[src/chm_pkg.sv]
`timescale 1ns / 1ps
package chm_pkg;
    localparam int HASH_CHAINS   = 1024;
    localparam int TABLE_ENTRIES = 4096;
    localparam int VALUE_CAP     = 30;
    localparam int CHAIN_W = $clog2(HASH_CHAINS);
    localparam int ENTRY_W = $clog2(TABLE_ENTRIES);
    localparam int COUNT_W = $clog2(TABLE_ENTRIES + 1);
    localparam int KEY_W   = 59;
    localparam int CODE_W  = 5;
    localparam logic [CODE_W-1:0] LOONY_CODE = 5'd31;
    localparam logic OP_FIND   = 1'b0;
    localparam logic OP_INSERT = 1'b1;

    typedef struct packed {
        logic              op;
        logic [KEY_W-1:0]  key;
        logic [CODE_W-1:0] code;
        logic [CHAIN_W-1:0] chain;
    } req_t;

    function automatic logic [63:0] mix_half(input logic [63:0] h, input logic [31:0] half);
        logic [63:0] t;
        t = h + {32'd0, half};
        t = t + (t << 10);
        t = t ^ (t >> 6);
        return t;
    endfunction

    function automatic logic [63:0] mix_final(input logic [63:0] h);
        logic [63:0] t;
        t = h + (h << 3);
        t = t ^ (t >> 11);
        t = t + (t << 15);
        return t;
    endfunction
endpackage

[src/chm_front.sv]
`timescale 1ns / 1ps
// Hashes over three registered steps, one half or the final mix per step.
module chm_front (
    input  logic           clk,
    input  logic           rst_n,
    input  logic           in_valid,
    output logic           in_ready,
    input  logic           opcode,
    input  logic [58:0]    key,
    input  logic [4:0]     value,
    input  logic           loony,
    output logic           q_valid,
    input  logic           q_ready,
    output chm_pkg::req_t  q_req
);
    import chm_pkg::*;

    logic [1:0]        step_reg, step_next;
    logic [63:0]       h_reg, h_next;
    logic [63:0]       word_reg, word_next;
    logic              op_reg;
    logic [KEY_W-1:0]  key_reg;
    logic [CODE_W-1:0] code_reg, code_in;
    logic [1:0]        qn_reg, qn_next;
    req_t              q_mem [2];
    logic              rd_reg, wr_reg;
    logic [63:0]       hf;

    localparam logic [1:0] S_IDLE = 2'd0, S_HI = 2'd1, S_FIN = 2'd2;

    assign in_ready = (step_reg == S_IDLE);
    assign code_in  = loony ? LOONY_CODE :
                      ((value > CODE_W'(VALUE_CAP)) ? CODE_W'(VALUE_CAP) : value);
    assign hf = mix_final(h_reg);

    always_comb
    begin
        step_next = step_reg;
        h_next    = h_reg;
        word_next = word_reg;
        unique case (step_reg)
            S_IDLE:
            begin
                if (in_valid)
                begin
                    word_next = {key, 5'd0};
                    h_next    = mix_half(64'd0, word_next[31:0]);
                    step_next = S_HI;
                end
            end
            S_HI:
            begin
                h_next    = mix_half(h_reg, word_reg[63:32]);
                step_next = S_FIN;
            end
            S_FIN:
            begin
                if (qn_reg != 2'd2)
                    step_next = S_IDLE;
            end
            default: step_next = S_IDLE;
        endcase
    end

    logic push, pop;
    assign push = (step_reg == S_FIN) && (qn_reg != 2'd2);
    assign pop  = q_valid && q_ready;
    assign q_valid = (qn_reg != 2'd0);
    assign q_req   = q_mem[rd_reg];
    assign qn_next = qn_reg + {1'b0, push} - {1'b0, pop};

    always_ff @(posedge clk or negedge rst_n)
    begin
        if (!rst_n)
        begin
            step_reg <= S_IDLE;
            qn_reg   <= 2'd0;
            rd_reg   <= 1'b0;
            wr_reg   <= 1'b0;
        end
        else
        begin
            step_reg <= step_next;
            qn_reg   <= qn_next;
            if (push) wr_reg <= ~wr_reg;
            if (pop)  rd_reg <= ~rd_reg;
        end
    end

    always_ff @(posedge clk)
    begin
        h_reg    <= h_next;
        word_reg <= word_next;
        if (in_valid && in_ready)
        begin
            op_reg   <= opcode;
            key_reg  <= key;
            code_reg <= code_in;
        end
        if (push)
            q_mem[wr_reg] <= '{op: op_reg, key: key_reg, code: code_reg,
                               chain: hf[CHAIN_W-1:0]};
    end
endmodule

[config.mk]
export PLATFORM = sky130hd
export DESIGN_NAME = chm_front
export DESIGN_NICKNAME = d
export VERILOG_FILES = /design/src/chm_pkg.sv /design/src/chm_front.sv
export SDC_FILE = /design/constraint.sdc
export NUM_CORES = 1
export LEC_CHECK = 0
export BUFFER_PORTS_ARGS = -buffer_cell sky130_fd_sc_hd__buf_2
export CAP_MARGIN = 20
export CELL_PAD_IN_SITES_DETAIL_PLACEMENT = 1
export CELL_PAD_IN_SITES_GLOBAL_PLACEMENT = 2
export CORE_ASPECT_RATIO = 0.7
export CORE_MARGIN = 2
export CORE_UTILIZATION = 25
export CTS_BUF_LIST = sky130_fd_sc_hd__clkbuf_16
export CTS_CLUSTER_DIAMETER = 40
export DETAILED_ROUTE_END_ITERATION = 12
export GPL_ROUTABILITY_DRIVEN = 0
export PLACE_DENSITY_LB_ADDON = 0.1
export SYNTH_ARGS = -nofsm -noshare
export SYNTH_HDL_FRONTEND = slang
export SYNTH_SLANG_ARGS = --single-unit
[constraint.sdc]
create_clock -name clk -period 6.1 [get_ports clk]
set_clock_uncertainty 0.1 [all_clocks]
set_input_delay 0 -clock clk [delete_from_list [all_inputs] [get_ports clk]]
set_output_delay 0 -clock clk [all_outputs]
set_load 0.005 [all_outputs]
==> impl_summary.txt <==
----------------------------------------------------
[Die]
  Width of the die ... 326 um
  CORE AREA ... 71700 um2
  Number of rows created at floorplan ... 82
  # IOs ... 147
  Area of the die ... 74900 um2
  Initial Util ... 25.3%
  Chip Height ... 230 um

[Clock tree]
  TritonCTS clock tree ... yes
  Sinks on Clock Net ... 285
  Worst-skew pair later-pin latency ... 0.60 ns
  Clock Pin Slew Worst Setup and Hold Paths ... 0.06 ns
  Clock Root Buffer ... sky130_fd_sc_hd__clkbuf_16
  # H-tree levels ... 2
  Number of clock buffers inserted by TritonCTS ... 49
  Bufs on Longest Clock Path ... 3

[STA]
  Highest achievable clock rate ... 170 MHz
  Count of final setup violators ... 0
  Worst slew pin tran ... 0.838 ns
  Final worst setup slack ... 0.232 ns
  Setup repair after global routing missed its margin ... true
  Fraction of the cycle the final worst path needs ... 96.2%
  Hold slack ... 0.0314 ns
  Tmin final ... 5.87 ns
  Fin. Hold Viols ... 0
  Fin. max-slew vios ... 0
  Normalized max-slew margin ... 42.7%

[Synthesis]
  Distinct cell type count of the synthesized netlist ... 70
  Flops & latches, synth ... 285
  Most instantiated flip-flop cell in the synthesis netlist ... sky130_fd_sc_hd__edfxtp_1
  Sequential area share after synthesis ... 46.9%
  Combined area of all synthesized cells ... 18200 um2
  Fraction of the mapped netlist area in compound gates ... 14.3%
  Main combinational cell family by area after synthesis ... compound AO/OA/AOI/OAI gates
  Proportion of register bits with asynchronous set or reset after synthesis ... 2.11%
  Number of synthesized flops with an enable pin ... 279
  Share of cell area taken by muxes after synthesis ... 5.21%
  Number of instances in the synthesized netlist ... 1647
  Post-synthesis adder-cell area fraction ... 8.77%
  Number of nets produced by synthesis ... 1842
  Total of warnings raised by yosys ... 0
  Area share of xor/xnor cells in the synthesized design ... 12.0%
  Simple-gate share of the synthesized area ... 10.7%
  Average cell area after synthesis ... 11.0 um2

[Global route]
  Largest net degree at the start of global routing ... 70
  First-pass GRT wire length ... 97700 um
  GR Util All Layers ... 17.4%
  Vias in the first global route ... 15100
  Initial antenna violation count ... 2
  Global route total overflow ... 0

[Place]
  Sum of net half-perimeters after detailed placement ... 51300 um
  # port buffers ... 146
  Placed Area ... 21700 um2
  Worst setup timing slack at the placement stage ... -0.333 ns

[Routing]
  Total wirelength of the detailed-routed design ... 65800 um
  Vias post-DR ... 14500
  Average wire per cell in the routed design ... 21.0 um
  Antenna-violating nets left ... 0
  Count of TritonRoute iterations in the first routing pass ... 4
  Number of DRC violations after detailed routing ... 0
  Initial DRC Count ... 776
  DR vias/cell ... 4.63

[Finish]
  Number of flip-flops under the largest register name ... 150
  Area delta synth->final ... 35.8%
  Layout Utilization ... 34.4%
  Final Instance Area ... 24700 um2
  Fraction of final layout cells with drive strength greater than 1 ... 29.7%
  NumNets Final ... 2319

[Hold path]
  Class of the tightest hold or removal check ... in2reg

[Outcome]
  Result of the run ... finished clean

[Critical path]
  CP Launch Type ... register
  Kind of end point of the critical path ... register
  Crit path max fanout ... 5
  Arrival time worst endpoint ... 6.11 ns
  Kind of critical path ... reg2reg
  Required time worst endpoint ... 6.34 ns

[Run]
  Count of max-cap constraint violations ... 0

----------------------------------------------------
-- per-layer routing --
| metal | wire [um] | up-vias | track usage (%) |
|---|---|---|---|
| met2 | 23800 | 267 | 21.8 |
| met4 | 744 | 0 | 2.91 |
| met3 | 3210 | 59 | 3.07 |
| met5 | 0 | - | 0 |
| met1 | 38000 | 7095 | 29.7 |
| li1 | - | 7065 | - |
-- cell usage in the layout, fill, tap and decap left out, types with 8 or more instances in the layout --
cell	netlist	routed
sky130_fd_sc_hd__nor3_1	31	28
sky130_fd_sc_hd__o21a_1	20	20
sky130_fd_sc_hd__o21ai_1	3	9
sky130_fd_sc_hd__o21ai_0	95	86
sky130_fd_sc_hd__xnor2_1	141	134
sky130_fd_sc_hd__buf_2	0	146
sky130_fd_sc_hd__ha_1	121	107
sky130_fd_sc_hd__and3_1	21	21
sky130_fd_sc_hd__buf_4	0	244
sky130_fd_sc_hd__nand3_1	38	38
sky130_fd_sc_hd__clkbuf_16	0	49
sky130_fd_sc_hd__o21bai_1	21	21
sky130_fd_sc_hd__nand2_1	117	116
sky130_fd_sc_hd__nor2_1	95	90
sky130_fd_sc_hd__inv_6	0	10
sky130_fd_sc_hd__nand4_1	19	19
sky130_fd_sc_hd__clkinv_8	0	8
sky130_fd_sc_hd__a21oi_1	118	108
sky130_fd_sc_hd__edfxtp_1	279	279
sky130_fd_sc_hd__nand2b_1	21	20
sky130_fd_sc_hd__and2_1	10	9
sky130_fd_sc_hd__inv_1	47	50
sky130_fd_sc_hd__a21o_1	66	65
sky130_fd_sc_hd__nor2b_1	13	12
sky130_fd_sc_hd__or2_2	15	15
sky130_fd_sc_hd__a31oi_1	11	8
sky130_fd_sc_hd__mux2_2	76	76
sky130_fd_sc_hd__a21oi_2	1	10
sky130_fd_sc_hd__mux2i_1	9	8
sky130_fd_sc_hd__ha_2	0	10
sky130_fd_sc_hd__dlygate4sd3_1	0	89
sky130_fd_sc_hd__xor2_1	99	97
-- Yosys cell counts, types with 8 or more instances --
| cell | instances | area [um2] |
|---|---|---|
| sky130_fd_sc_hd__a211oi_1 | 8 | 60.1 |
| sky130_fd_sc_hd__ha_1 | 121 | 1510 |
| sky130_fd_sc_hd__clkbuf_1 | 47 | 176 |
| sky130_fd_sc_hd__inv_1 | 47 | 176 |
| sky130_fd_sc_hd__edfxtp_1 | 279 | 8380 |
| sky130_fd_sc_hd__o31ai_1 | 8 | 60.1 |
| sky130_fd_sc_hd__a31oi_1 | 11 | 68.8 |
| sky130_fd_sc_hd__and2_1 | 10 | 62.6 |
| sky130_fd_sc_hd__nand4_1 | 19 | 119 |
| sky130_fd_sc_hd__nand2b_1 | 21 | 131 |
| sky130_fd_sc_hd__nand3_1 | 38 | 190 |
| sky130_fd_sc_hd__or2_2 | 15 | 93.8 |
| sky130_fd_sc_hd__a21oi_1 | 118 | 591 |
| sky130_fd_sc_hd__and3_1 | 21 | 131 |
| sky130_fd_sc_hd__o21ai_0 | 95 | 475 |
| sky130_fd_sc_hd__o21a_1 | 20 | 150 |
| sky130_fd_sc_hd__nor2b_1 | 13 | 81.3 |
| sky130_fd_sc_hd__mux2_2 | 76 | 856 |
| sky130_fd_sc_hd__nor3_1 | 31 | 155 |
| sky130_fd_sc_hd__o21bai_1 | 21 | 158 |
| sky130_fd_sc_hd__xor2_1 | 99 | 867 |
| sky130_fd_sc_hd__xnor2_1 | 141 | 1230 |
| sky130_fd_sc_hd__nor2_1 | 95 | 357 |
| sky130_fd_sc_hd__nand2_1 | 117 | 439 |
| sky130_fd_sc_hd__mux2i_1 | 9 | 90.1 |
| sky130_fd_sc_hd__a21o_1 | 66 | 495 |
-- per-stage QoR --
step / setup TNS (ns) / instances
after global routing: -0.220 / 3131
after detailed placement: -3.89 / 2938
after floorplan: 0 / 1647
after global placement: -2.42 / 2938
after CTS: -0.0119 / 3120
final: 0 / 3132
-- layout make-up --
class                      instances  area [um2]
antenna                            1        2.50
clock buffer                      49        1230
clock inverter                    43         434
fill                            7919       47000
inverter                          47         176
multi-input combinational       1261        9640
sequential                       285        8530
tap                              966        1210
timing repair buffer             480        3460
-- cell families after synthesis --
family / count (synthesis)
AO/OA/AOI/OAI: 404
AND/OR/NAND/NOR: 404
flip-flops: 285
XOR/XNOR: 243
adder cells (fa/ha/maj): 125
buffers and inverters: 101
multiplexers: 85
-- final timing paths --
kind,cells after the start,slack [ns],start,end
min,2,0.03,key[47],key_reg[47]
max in group asynchronous,3,5.36,rst_n,rd_reg
max,24,0.23,h_reg[1],h_reg[56]
min reg2reg,0,0.34,key_reg[13],q_mem[1][28]
min in group asynchronous,3,0.28,rst_n,rd_reg
max reg2reg,24,0.23,h_reg[1],h_reg[56]
-- worst max-delay path: stages (launching register included) --
cell,delay [ns]
sky130_fd_sc_hd__edfxtp_1,0.42
sky130_fd_sc_hd__buf_4,0.16
sky130_fd_sc_hd__ha_1,0.30
sky130_fd_sc_hd__a211o_1,0.34
sky130_fd_sc_hd__a2111oi_4,0.30
sky130_fd_sc_hd__buf_4,0.19
sky130_fd_sc_hd__nor3_4,0.06
sky130_fd_sc_hd__o31a_1,0.34
sky130_fd_sc_hd__a31oi_4,0.21
sky130_fd_sc_hd__a21boi_1,0.11
sky130_fd_sc_hd__nor2_1,0.14
sky130_fd_sc_hd__xnor2_1,0.11
sky130_fd_sc_hd__buf_4,0.17
sky130_fd_sc_hd__ha_1,0.38
sky130_fd_sc_hd__a21o_1,0.26
sky130_fd_sc_hd__a311oi_4,0.32
sky130_fd_sc_hd__o31ai_4,0.13
sky130_fd_sc_hd__a31oi_1,0.22
sky130_fd_sc_hd__o21ai_1,0.09
sky130_fd_sc_hd__a31oi_2,0.25
sky130_fd_sc_hd__o211ai_1,0.18
sky130_fd_sc_hd__a21boi_1,0.20
sky130_fd_sc_hd__o21bai_1,0.13
sky130_fd_sc_hd__xor2_1,0.16
sky130_fd_sc_hd__mux2_2,0.35
-- timing repair --
item | in CTS | in global routing
pin swaps | 3 | 18
endpoints found under the setup margin | 32 | 38
buffers inserted | 1 | 11
hold endpoints to repair | 128 | 0
hold buffers | 89 | 0
resized for setup | 25 | 54
Power is left out: the tool's default activity adds up to more than one toggle a clock period on the data nets, which glitch-free logic cannot reach.
